[src/sv/bpsi_pkg.sv]
// shared types, constants and a helper function of the bit plane step interleaver
// no dependencies; used by the lane, merge and top-level modules
package bpsi_pkg;

    localparam int NUM_AXES   = 4;
    localparam int COUNT_BITS = 8;
    localparam int IN_AXES    = 4;
    localparam int OUT_AXES   = 4;
    localparam int LANES      = (NUM_AXES < IN_AXES) ? NUM_AXES : IN_AXES;
    localparam int DEPTH      = 8;
    localparam int PLANE_W    = 3;
    localparam int IDX_W      = 8;
    localparam int BYTE_W     = 8;
    localparam int IN_DATA_W  = 40;
    localparam int OUT_DATA_W = 16;

    localparam logic FUNC_TICK = 1'b0;
    localparam logic FUNC_LOAD = 1'b1;

    typedef logic [OUT_AXES-1:0] t_mask;
    typedef logic [BYTE_W-1:0]   t_count;
    typedef logic [DEPTH-1:0]    t_column;
    typedef logic [PLANE_W-1:0]  t_plane_sel;
    typedef logic [IDX_W-1:0]    t_index;

    // start index per depth-1: 2^depth - 2
    localparam t_index START_INDEX [DEPTH] = '{
        8'd0, 8'd2, 8'd6, 8'd14, 8'd30, 8'd62, 8'd126, 8'd254
    };

    // lowest set bit; all-zero input gives the last plane
    function automatic t_plane_sel trailing_zeros(input t_index v);
        t_plane_sel n;
        n = t_plane_sel'(DEPTH - 1);
        for (int i = DEPTH - 1; i >= 0; i--) begin
            if (v[i]) begin
                n = t_plane_sel'(i);
            end
        end
        return n;
    endfunction

endpackage

[src/sv/bpsi_lane.sv]
// one axis lane: masks the step count and lays out its bits highest plane first
// depends on bpsi_pkg
module bpsi_lane (
    input  bpsi_pkg::t_count     i_count,
    input  bpsi_pkg::t_plane_sel i_top,
    output bpsi_pkg::t_count     o_count,
    output bpsi_pkg::t_column    o_column
);

    always_comb begin
        for (int b = 0; b < bpsi_pkg::BYTE_W; b++) begin
            o_count[b] = (b < bpsi_pkg::COUNT_BITS) ? i_count[b] : 1'b0;
        end
    end

    // entry j carries the bit of weight 2^(top-j); entries past top are empty
    always_comb begin
        for (int j = 0; j < bpsi_pkg::DEPTH; j++) begin
            if (bpsi_pkg::t_plane_sel'(j) <= i_top) begin
                o_column[j] = o_count[i_top - bpsi_pkg::t_plane_sel'(j)];
            end else begin
                o_column[j] = 1'b0;
            end
        end
    end

endmodule

[src/sv/bpsi_merge.sv]
// merging stage: combines the lane counts into the highest plane of the move
// depends on bpsi_pkg
module bpsi_merge (
    input  bpsi_pkg::t_count     i_counts [bpsi_pkg::LANES],
    output bpsi_pkg::t_plane_sel o_top
);

    bpsi_pkg::t_count w_any;

    always_comb begin
        w_any = '0;
        for (int a = 0; a < bpsi_pkg::LANES; a++) begin
            w_any = w_any | i_counts[a];
        end
    end

    // highest set bit, at least plane zero
    always_comb begin
        o_top = '0;
        for (int k = 0; k < bpsi_pkg::DEPTH; k++) begin
            if (w_any[k]) begin
                o_top = bpsi_pkg::t_plane_sel'(k);
            end
        end
    end

endmodule

[src/sv/bit_plane_step_interleaver.sv]
// bit plane step interleaver: the result request is registered from the input request,
// one request per cycle while the output is not stalled; the index decrement and
// trailing-zero plane select are combinational, and one output register parts the two channels
// synchronous active-low reset clears the active and pending move state and the
// output valid; pending planes are loaded before use and carry no reset
// depends on bpsi_pkg, bpsi_lane, bpsi_merge
module bit_plane_step_interleaver (
    input  logic                           i_clk,
    input  logic                           i_rst_n,
    input  logic                           s_axis_tvalid,
    output logic                           s_axis_tready,
    // step_counts[31:0], direction_mask[35:32], zero pad [39:36]
    input  logic [bpsi_pkg::IN_DATA_W-1:0] s_axis_tdata,
    // func: 0 tick, 1 load
    input  logic                           s_axis_tuser,
    output logic                           m_axis_tvalid,
    input  logic                           m_axis_tready,
    // step_mask[3:0], active_direction[7:4], stepping[8], load_accepted[9], pad
    output logic [bpsi_pkg::OUT_DATA_W-1:0] m_axis_tdata,
    // last_tick
    output logic                           m_axis_tlast
);

    // active and pending move
    bpsi_pkg::t_mask  r_act_planes [bpsi_pkg::DEPTH];
    bpsi_pkg::t_mask  r_pend_planes [bpsi_pkg::DEPTH];
    bpsi_pkg::t_index r_act_index, r_pend_index;
    bpsi_pkg::t_mask  r_act_dir, r_pend_dir;
    logic             r_act_valid, r_pend_valid;

    // output register
    logic             r_out_valid;
    bpsi_pkg::t_mask  r_out_step, r_out_dir;
    logic             r_out_stepping, r_out_last, r_out_acc;

    bpsi_pkg::t_mask  n_out_step, n_out_dir;
    logic             n_out_stepping, n_out_last, n_out_acc;

    logic             w_accept;
    logic             w_is_load;

    // lanes and merge
    bpsi_pkg::t_count     w_in_counts [bpsi_pkg::LANES];
    bpsi_pkg::t_count     w_counts [bpsi_pkg::LANES];
    bpsi_pkg::t_column    w_columns [bpsi_pkg::LANES];
    bpsi_pkg::t_plane_sel w_top;
    bpsi_pkg::t_mask      w_new_planes [bpsi_pkg::DEPTH];

    // move seen by a tick: the active one, or the pending one promoted at once
    logic                 w_eff_valid;
    bpsi_pkg::t_index     w_eff_index;
    bpsi_pkg::t_mask      w_eff_dir;
    bpsi_pkg::t_plane_sel w_sel;
    bpsi_pkg::t_mask      w_eff_plane;

    assign s_axis_tready = !r_out_valid || m_axis_tready;
    assign w_accept      = s_axis_tvalid && s_axis_tready;
    assign w_is_load     = (s_axis_tuser == bpsi_pkg::FUNC_LOAD);

    // one lane per axis that the input carries
    for (genvar a = 0; a < bpsi_pkg::LANES; a++) begin : g_lane
        assign w_in_counts[a] = s_axis_tdata[a*bpsi_pkg::BYTE_W +: bpsi_pkg::BYTE_W];

        bpsi_lane u_lane (
            .i_count  (w_in_counts[a]),
            .i_top    (w_top),
            .o_count  (w_counts[a]),
            .o_column (w_columns[a])
        );
    end

    bpsi_merge u_merge (
        .i_counts (w_counts),
        .o_top    (w_top)
    );

    // transpose lane columns into plane masks
    always_comb begin
        for (int j = 0; j < bpsi_pkg::DEPTH; j++) begin
            w_new_planes[j] = '0;
            for (int a = 0; a < bpsi_pkg::LANES; a++) begin
                w_new_planes[j][a] = w_columns[a][j];
            end
        end
    end

    // tick path: pick the move, then the plane by trailing zeros of index+1
    assign w_eff_valid = r_act_valid || r_pend_valid;
    assign w_eff_index = r_act_valid ? r_act_index : r_pend_index;
    assign w_eff_dir   = r_act_valid ? r_act_dir : r_pend_dir;
    assign w_sel       = bpsi_pkg::trailing_zeros(w_eff_index + bpsi_pkg::t_index'(1));
    assign w_eff_plane = r_act_valid ? r_act_planes[w_sel] : r_pend_planes[w_sel];

    always_comb begin
        n_out_step     = '0;
        n_out_dir      = '0;
        n_out_stepping = 1'b0;
        n_out_last     = 1'b0;
        n_out_acc      = 1'b0;
        if (w_is_load) begin
            n_out_dir = r_act_valid ? r_act_dir : '0;
            n_out_acc = !r_pend_valid;
        end else if (w_eff_valid) begin
            n_out_step     = w_eff_plane;
            n_out_dir      = w_eff_dir;
            n_out_stepping = 1'b1;
            n_out_last     = (w_eff_index == '0);
        end
    end

    // move state
    always_ff @(posedge i_clk) begin
        if (!i_rst_n) begin
            r_act_valid  <= 1'b0;
            r_pend_valid <= 1'b0;
            r_act_index  <= '0;
            r_pend_index <= '0;
            r_act_dir    <= '0;
            r_pend_dir   <= '0;
            for (int j = 0; j < bpsi_pkg::DEPTH; j++) begin
                r_act_planes[j] <= '0;
            end
        end else if (w_accept) begin
            if (w_is_load) begin
                // refused while the pending slot is taken
                if (!r_pend_valid) begin
                    r_pend_planes <= w_new_planes;
                    r_pend_index  <= bpsi_pkg::START_INDEX[w_top];
                    r_pend_dir    <= s_axis_tdata[32 +: bpsi_pkg::OUT_AXES];
                    r_pend_valid  <= 1'b1;
                end
            end else if (r_act_valid) begin
                if (r_act_index == '0) begin
                    // move ends: promote the pending one or go idle
                    r_act_valid <= r_pend_valid;
                    if (r_pend_valid) begin
                        r_act_planes <= r_pend_planes;
                        r_act_index  <= r_pend_index;
                        r_act_dir    <= r_pend_dir;
                        r_pend_valid <= 1'b0;
                    end
                end else begin
                    r_act_index <= r_act_index - bpsi_pkg::t_index'(1);
                end
            end else if (r_pend_valid) begin
                // idle tick promotes the pending move and steps it
                r_pend_valid <= 1'b0;
                r_act_planes <= r_pend_planes;
                r_act_dir    <= r_pend_dir;
                if (r_pend_index == '0) begin
                    r_act_valid <= 1'b0;
                end else begin
                    r_act_valid <= 1'b1;
                    r_act_index <= r_pend_index - bpsi_pkg::t_index'(1);
                end
            end
        end
    end

    // output register
    always_ff @(posedge i_clk) begin
        if (!i_rst_n) begin
            r_out_valid <= 1'b0;
        end else if (w_accept) begin
            r_out_valid <= 1'b1;
        end else if (m_axis_tready) begin
            r_out_valid <= 1'b0;
        end
    end

    always_ff @(posedge i_clk) begin
        if (w_accept) begin
            r_out_step     <= n_out_step;
            r_out_dir      <= n_out_dir;
            r_out_stepping <= n_out_stepping;
            r_out_last     <= n_out_last;
            r_out_acc      <= n_out_acc;
        end
    end

    assign m_axis_tvalid = r_out_valid;
    assign m_axis_tlast  = r_out_last;
    assign m_axis_tdata  = {6'b0, r_out_acc, r_out_stepping, r_out_dir, r_out_step};

endmodule

[config.mk]
export PLATFORM = sky130hd
export DESIGN_NAME = bit_plane_step_interleaver
export DESIGN_NICKNAME = d
export VERILOG_FILES = /design/src/sv/bpsi_pkg.sv /design/src/sv/bpsi_lane.sv /design/src/sv/bpsi_merge.sv /design/src/sv/bit_plane_step_interleaver.sv
export SDC_FILE = /design/constraint.sdc
export NUM_CORES = 1
export LEC_CHECK = 0
export CAP_MARGIN = 10
export CORE_AREA = 3 3 159 161
export CTS_BUF_LIST = sky130_fd_sc_hd__clkbuf_16
export CTS_CLUSTER_DIAMETER = 200
export DETAILED_ROUTE_END_ITERATION = 10
export DIE_AREA = 0 0 162 164
export DONT_BUFFER_PORTS = 1
export MAX_ROUTING_LAYER = met4
export SLEW_MARGIN = 10
export SYNTH_ARGS = -nofsm -noshare
export SYNTH_HDL_FRONTEND = slang
export SYNTH_HIERARCHICAL = 1
export SYNTH_SLANG_ARGS = --single-unit
[constraint.sdc]
create_clock -name i_clk -period 4 [get_ports i_clk]
set_input_delay 0.6 -clock i_clk [delete_from_list [all_inputs] [get_ports i_clk]]
set_output_delay 0.6 -clock i_clk [all_outputs]
set_load 0.005 [all_outputs]
### Word level (Yosys, flattened, before mapping)

Memory sizes are Yosys's and may differ from the RTL's. A register that Yosys moved wholly into a read port is not among the register bits.
Index checks and enable logic that the tools add are counted.

* bitwise gates (word level): 8
* add/subtract/negate cells: 10
* muxes and demuxes: 111
* equality and inequality tests: 4
* reductions and logical operators: 18
* magnitude comparators: 17

Operator list (number)
* $bmux W1 S3: 32
* $mux W32: 3
* $mux W4: 12
* $mux W8: 6
* $mux W1: 44
* $mux W3: 12
* $lt A3 B4 Y1 const B: 8
* $bmux W4 S3: 2
* $logic_not A8 Y1: 3
* $or A8 B8 Y8: 3
* $sub A8 B1 Y8 const B: 2
* $le A3 B3 Y1 const A: 4
* $sub A3 B3 Y3 const B: 4
* $not A3 Y4: 2
* $add A7 B1 Y7 const B: 1
* $le A1 B3 Y1 const A: 2
* $le A2 B3 Y1 const A: 2
* $reduce_and A3 Y1: 2
* $sub A3 B2 Y3 const B: 2
* $reduce_and A5 Y1: 1
* $ge A4 B4 Y1 const B: 1
* $ne A2 B2 Y1 const B: 2
* $reduce_and A2 Y1: 2
* $reduce_and A4 Y1: 1
* other kinds (9): 15

* output and inout bits: 19
* bits of input ports: 45
* ROM bits: 64
* memories: 1
* logic and storage cells: 196
* register bits after elaboration: 94

Memory list
* (name not given): depth 8, width 8, read ports 1, clocked after Yosys merged registers in 1, write ports 0, RTL line bit_plane_step_interleaver.sv:128 `r_pend_index <= bpsi_pkg::START_INDEX[w_top];`

### Depth between registers and ports, before layout

Gate-level depths: netlist of the first run.

* depth in word-level cells: 14
* gate-level depth with buffers: 15
* depth with buffers taken out: 11

### By module

Netlist of the first run, hierarchy kept.

By module, submodules not included
* bit_plane_step_interleaver: area an instance 4749.6 µm², times used 1, seq. area each 2452.4 µm², cells an instance 476
* bpsi_lane: area an instance 621.8 µm², times used 4, seq. area each 0.0 µm², cells an instance 64
* bpsi_merge: area an instance 117.6 µm², times used 1, seq. area each 0.0 µm², cells an instance 16

### Worst setup path before layout of the first run

No wires, ideal clock.

* kind: input -> register
* start point: in s_axis_tdata[13] (netlist name)
* end point: reg r_pend_planes[16] (netlist name), data pin
* cell stages on the path: 9
* required time: 3.736 ns
* library setup time: 0.264 ns
* slack: 0.106 ns
* data arrival time: 3.630 ns
* buffers on the path: 1
* path through: buf_4 > nor4_2 > o211ai_1 > nand2_1 > inv_1 > ha_1 > mux4_2 > nand4_1 > nand4_1

* word-level cells in the longest chain between the ends: 9
* elaborated cells between the ends (all ways): 10
* classes of those cells: 1 x add/sub; 1 x order compare; 5 x mux; 3 x bitwise

RTL lines
* from (decl): RTL line bit_plane_step_interleaver.sv:13 `input logic [bpsi_pkg::IN_DATA_W-1:0] s_axis_tdata,`
* $or A8 B8 Y8 * (3 in series): RTL line bpsi_merge.sv:13 `w_any = w_any | i_counts[a];`
* $mux W3 * (3 in series): RTL line bpsi_merge.sv:21 `if (w_any[k]) begin`
* named net w_top[1]: RTL line bit_plane_step_interleaver.sv:46 `bpsi_pkg::t_plane_sel w_top;`
* $sub A3 B2 Y3: RTL line bpsi_lane.sv:20 `o_column[j] = o_count[i_top - bpsi_pkg::t_plane_sel'(j)];`
* $bmux W1 S3: RTL line bpsi_lane.sv:20
* $mux W1 (implied by the code): RTL line bpsi_lane.sv:20
* to (signal assigned): RTL line bit_plane_step_interleaver.sv:127 `r_pend_planes <= w_new_planes;`
* to (decl): RTL line bit_plane_step_interleaver.sv:26 `bpsi_pkg::t_mask r_pend_planes [bpsi_pkg::DEPTH];`

The timed path passes the listed nets; every way through them passes the cells marked *. The select of a mux whose other input is x is not followed.
A chain may end at the register's enable or synchronous reset.

### Worst setup path after layout of the first run

* start point: in s_axis_tdata[10] (netlist name)
* end point: reg r_pend_planes[1] (netlist name), data pin

* word-level cells in the longest chain between the ends: 12
* elaborated cells between the ends (all ways): 13
* classes of those cells: 1 x add/sub; 1 x order compare; 8 x mux; 3 x bitwise

RTL lines (RTL line)
* $or A8 B8 Y8 * (3 in series): bpsi_merge.sv:13
* $mux W3 * (6 in series): bpsi_merge.sv:21
* named net w_top[0]: bit_plane_step_interleaver.sv:46
* $sub A3 B3 Y3: bpsi_lane.sv:20
* $bmux W1 S3: bpsi_lane.sv:20
* $mux W1 (implied by the code): bpsi_lane.sv:20

Marked as above.

==> out/metrics.yaml, run 1 <==
synthesis:
  yosys_warnings: 6
  netlist_area_um2: 7320
  synth_cells: 744
  postSynthAreaPerCell_um2: 9.84
setup_path:
  cp_slowest_cell: "mux4_2"
  max_stage_delay_ps: 560
  cp_max_fo: 20
  r2r_end: "r_out_step[3]"
  setup.worst_path.start: "s_axis_tdata[10]"
  crit_family: "multiplexers"
  r2r_cells: 10
  critPathCaptureType: "flop"
  cp_cell_sequence: "or4_4 > o211ai_2 > a21o_2 > inv_1 > ha_1 > mux4_2 > mux2i_1 > nor2_1"
  crit_type: "in -> reg"
  start_kind: "input port"
  reg2reg_from: "r_act_valid"
  worst-path-buf-inv: 1
  cp_data_required_time_ps: 4100
  rrSetupSlack_ps: 1100
  crit_arrival_ps: 3120
cells_and_area:
  multi_input_area_um2: 4230
  layout-area-overhead-vs-synth_pct: 3.33
  diodes: 0
  register_area_um2: 2450
  nFillCells: 2554
  final_nets: 783
  drive_gt1_frac: 0.106
pwr:
  power.total_w: 0.00231
  power_density_nw_per_um2: 305
  ir_drop_v: 0.000181
  p_leak_nw: 2.79
worst_hold_path:
  min_from: "s_axis_tvalid"
  hold_path.class: "in -> reg"
  worstHoldPathCells: 2
  holdPathEnd: "m_axis_tvalid"
route:
  drc: 0
  totalWireLength_um: 15300
  dr.pass1.iters: 4
  vias_per_cell: 4.96
  vias: 5060
  drtAntennaViolNets: 0
  drt_iter0_drc: 345
  wl_per_cell_um: 15.0
run:
  cap_violations: 0
global_route:
  grt-ovfl-total: 0
  grt_pass1_vias: 4867
  grt_max_degree: 60
  grt_use_total: 0.121
  grt_pass1_wl_um: 25800
  antenna_found_initial: 0
clocking:
  hold_buffers: 0
  cts_resized: 0
  clockRootBuffer: "clkbuf_16"
  clkLatencyLatePin_ps: 350
  path_clk_slew_ps: 80
  cts_max_level: 3
  cts_inserted_buffers: 9
  cts_setup_buffers: 0
  clockBufferDepth: 2
  cts.sinks: 101
  cts_tree: "yes"
place:
  globalplace.congestion: 0.829
  dpl.hpwl_um: 11100
  port_buffers: 0
floorplanning:
  fp.dieW_um: 162
  core_um2: 24100
  start_util: 0.304
  rows: 57
  die_h_um: 164
  io_pins: 64
  die-area_um2: 26600
sta:
  tns_ps: 0
  worstMarginPinSlew_ps: 685
  setup_viol: 0
  relSlewSlack: 0.541
  hold_violations: 0
  drv_slew: 0
  fmax_mhz: 332
  period_needed_ps: 3010
  finalCritPeriodShare: 0.754
  fin_worst_skew_ps: 12.7
  rsz0062_at_grt: "false"
outcome:
  status: "finished clean"
[stage by stage]
stage           util  setup WS [ps]  instances  hold slack [ps]  cell area, µm²
2_1_floorplan      -            106        749              432            7340
3_5_place_dp   0.300            606       1005              445            7240
4_1_cts        0.314            982       1021              368            7570
5_1_grt        0.314            830       1021              377            7570
3_3_place_gp   0.300            630       1005              440            7240
6_report       0.314            985       1021              378            7570
[how the worst max path moves through the flow]
| stage | endpoint | cells past startpoint |
|---|---|---|
| after floorplan | r_pend_planes[16] | 9 |
| after global placement | r_pend_planes[3] | 8 |
| after detailed placement | r_pend_planes[1] | 8 |
| after CTS | r_pend_planes[1] | 8 |
| after global routing | r_pend_planes[1] | 8 |
| final | r_pend_planes[1] | 8 |
[final cells by class]
| cell class | instances | area share |
|---|---|---|
| Clock buffer | 9 | 0.0298 |
| Clock inverter | 7 | 0.0136 |
| Inverter | 20 | 0.00992 |
| Multi-Input combinational cell | 549 | 0.558 |
| Sequential cell | 101 | 0.324 |
| Tap cell | 324 | 0.0536 |
| Timing Repair Buffer | 11 | 0.0109 |
[cells in the final DEF (no fill, tap or decap), drive strengths merged, types with 6 or more instances in the layout]
| cell type | instances |
|---|---|
| a21boi | 48 |
| conb | 6 |
| a22oi | 9 |
| nand2b | 11 |
| nor2 | 40 |
| o21ai | 24 |
| nand4 | 13 |
| and2 | 11 |
| mux4 | 28 |
| edfxtp | 43 |
| mux2 | 15 |
| nor2b | 8 |
| nand3b | 6 |
| a21oi | 32 |
| a221oi | 8 |
| xnor2 | 11 |
| clkbuf | 9 |
| nand2 | 116 |
| mux2i | 25 |
| nand3 | 22 |
| ha | 46 |
| inv | 21 |
| buf | 11 |
| dfxtp | 58 |
| nor4 | 11 |
[metal layers]
| metal | vias up | share of wire | GRT usage |
|---|---|---|---|
| li1 | 2566 | - | - |
| met1 | 2386 | 0.49 | 0.164 |
| met2 | 98 | 0.46 | 0.188 |
| met3 | 10 | 0.038 | 0.0219 |
| met4 | 0 | 0.013 | 0.0326 |
| met5 | - | 0 | - |
[state kept, by name, indices dropped and copies added, names as in the netlist]
signal / flops
r_out_acc: 1
r_out_step: 4
r_pend_dir: 4
r_act_planes: 32
m_axis_tlast: 1
r_act_dir: 4
r_act_valid: 1
r_pend_index: 7
m_axis_tvalid: 1
r_pend_planes: 32
r_act_index: 8
r_out_dir: 4
r_out_stepping: 1
r_pend_valid: 1
[worst reg2reg max path, stage by stage, from the launching register on]
cell and delay (ps):
dfxtp_1 410, buf_4 270, nand2_1 190, inv_1 100
ha_1 250, a21boi_1 280, a22o_2 220, o2bb2ai_4 290
mux2i_1 170, o2111a_1 270, nor4_2 240
[power breakdown]
part	switching, W	internal [W]	total [W]
Combinational	0.000125	0.000116	0.000241
Sequential	0.0000257	0.00111	0.00113
Clock	0.000426	0.000507	0.000933
Note: power is estimated with default switching activity, not from simulation.
==> run 2: changes to the inputs <==
==> constraint.sdc (replaced) <==
create_clock -name i_clk -period 2.8 [get_ports i_clk]
set_input_delay 0.42 -clock i_clk [delete_from_list [all_inputs] [get_ports i_clk]]
set_output_delay 0.42 -clock i_clk [all_outputs]
set_load 0.005 [all_outputs]
==> out/metrics.yaml, run 2 (synthesis results as in run 1) <==
setup_path:
  r2r_cells: 9  # -1
  rrSetupSlack_ps: 200  # -900 ps
  crit_type: "reg -> reg"
  crit_arrival_ps: 2730  # -390 ps
  cp_data_required_time_ps: 2930  # -1170 ps
  cp_max_fo: 31  # +55%
  reg2reg_from: "r_act_valid"
  r2r_end: "r_out_step[3]"
  start_kind: "flop"
  critPathCaptureType: "flop"
cells_and_area:
  diodes: 0  # unchanged
  layout_commonest_cell: "nand2_1"
  reg.largest.list: "r_act_planes: 32 flops, r_pend_planes: 32 flops, r_act_index: 8 flops"
  layout_common_cells: "nand2_1 (115), dfxtp_1 (58), buf_4 (45), edfxtp_1 (43), ha_1 (41)"
  drive_gt1_frac: 0.180  # +0.0734
  nFillCells: 2547  # -0.27%
  stdcell_area_um2: 7990  # +5.5%
  layout-area-overhead-vs-synth_pct: 9.04
  final_nets: 821  # +4.9%
sta:
  drv_slew: 0  # unchanged
  fmax_mhz: 384
  finalCritPeriodShare: 0.929
  relSlewSlack: 0.577  # +0.0356
  period_needed_ps: 2600
  hold_violations: 0  # unchanged
  fin_worst_skew_ps: 7.57  # -5.10 ps
  setup_slack_ps: 198  # -788 ps
  rsz0062_at_grt: "false"
  worstMarginPinSlew_ps: 635  # -50.9 ps
  setup_viol: 0  # unchanged
clocking:
  cts_resized: 0  # unchanged
  hold_buffers: 0  # unchanged
  cts_max_level: 3  # unchanged
  clkLatencyLatePin_ps: 350  # about the same
  clockBufferDepth: 2  # unchanged
  path_clk_slew_ps: 70  # about the same
  clockRootBuffer: "clkbuf_16"
  cts_inserted_buffers: 9  # unchanged
  cts.sinks: 101  # unchanged
  cts_tree: "yes"
floorplanning:
  fp.dieW_um: 162  # unchanged
  die_h_um: 164  # unchanged
  core_um2: 24100  # unchanged
  rows: 57  # unchanged
  die-area_um2: 26600  # unchanged
  io_pins: 64  # unchanged
  start_util: 0.304  # unchanged
pwr:
  ir_drop_v: 0.000319  # +76%
  clockPowerShare: 0.375  # -0.029
  p_comb_frac: 0.122  # +0.018
  swShare: 0.254  # +0.00442
  p_leak_nw: 2.95  # +5.9%
  p_int_w: 0.00239  # +38%
  power_density_nw_per_um2: 402  # +32%
  p_switching_w: 0.000816  # +42%
  seqPwrFrac: 0.502  # +0.011
worst_hold_path:
  min_from: "i_rst_n"
  hold_path.class: "in -> reg"
  worstHoldPathCells: 1  # -1
  holdPathEnd: "r_act_index[5]"
global_route:
  grt_pass1_wl_um: 26400  # +2.4%
  grt-ovfl-total: 0  # unchanged
  grt_pass1_vias: 5142  # +5.7%
  grt_use_total: 0.125  # +0.00385
  antenna_found_initial: 0  # unchanged
  grt_max_degree: 60  # unchanged
route:
  drc: 0  # unchanged
  wl_per_cell_um: 14.9  # -0.28%
  drtAntennaViolNets: 0  # unchanged
  totalWireLength_um: 15800  # +3.4%
  drt_iter0_drc: 271  # -21%
  vias: 5315  # +5.0%
  vias_per_cell: 5.02  # +1.3%
  dr.pass1.iters: 6  # +2
place:
  place_area_um2: 7670  # +6.0%
  pre_cts_ws_ps: -42.2  # -648 ps
  globalplace.congestion: 0.832  # +0.29%
  port_buffers: 0  # unchanged
  dpl.hpwl_um: 11700  # +5.4%
run:
  cap_violations: 0  # unchanged
outcome:
  status: "finished clean"
==> run 2: cell count changes in the layout (fill, tap and decap cells not counted), sizes merged <==
| cell | before | now |
|---|---|---|
| clkinv | 5 | 4 |
| inv | 21 | 22 |
| bufinv | 1 | 0 |
| buf | 11 | 49 |
| clkinvlp | 0 | 1 |
==> run 2: worst max-delay path, stage by stage (launching register included) <==
cell,delay [ps]
dfxtp_1,430
buf_4,340
mux2_2,380
a211oi_1,230
a31oi_1,80
o211ai_2,230
buf_4,190
nand3_1,70
o2111a_1,150
nor4_2,270
==> run 2: cell type report <==
cell class	instances	area, µm²	area share
multi-input combinational	549	4330	0.542
sequential	101	2450	0.307
timing repair buffer	49	418	0.0523
clock inverter	7	58.8	0.00736
clock buffer	9	225	0.0282
inverter	20	95.1	0.0119
tap	324	405	0.0508
==> run 2: how the worst max path moves through the flow <==
stage,endpoint,from,depth (start not counted)
after floorplan,r_pend_planes[16],s_axis_tdata[26],11
after detailed placement,r_pend_planes[19],s_axis_tdata[26],8
after CTS,r_out_step[0],r_act_valid,10
after global routing,r_out_step[3],r_pend_index[1],12
final,r_out_step[3],r_act_valid,9
after global placement,r_pend_planes[3],s_axis_tdata[26],8
==> run 2: layer usage <==
metal  vias up  wire length [µm]  global-route usage
met4         0               374              0.0442
met2       119              7220               0.194
met3        32               742              0.0262
met5         -                 0                   -
met1      2508              7470               0.163
li1       2656                 -                   -
==> run 2: metrics by stage <==
step / setup TNS [ps] / power [W] / hold WS [ps] / cells / utilization
after floorplan: -1570 / 0.00199 / 432 / 749 / -
after global placement: -58.1 / 0.00203 / 440 / 1041 / 0.318
after detailed placement: -137 / 0.00204 / 445 / 1041 / 0.318
after CTS: 0 / 0.00325 / 181 / 1057 / 0.330
after global routing: 0 / 0.00335 / 188 / 1059 / 0.331
final: 0 / 0.00321 / 209 / 1059 / 0.331
==> run 2: repair_timing <==
item	CTS	global route
setup buffers	0	2
endpoints found under the hold margin	0	0
endpoints found under the setup margin	0	4
==> run 2: power groups by stage <==
stage / clock (W) / combinational [W] / sequential (W)
CTS: 0.00124 / 0.000393 / 0.00161
global route: 0.00130 / 0.000438 / 0.00162
global placement: 0 / 0.000388 / 0.00165
finish: 0.00121 / 0.000393 / 0.00161
floorplan: 0 / 0.000358 / 0.00163
detailed placement: 0 / 0.000392 / 0.00165
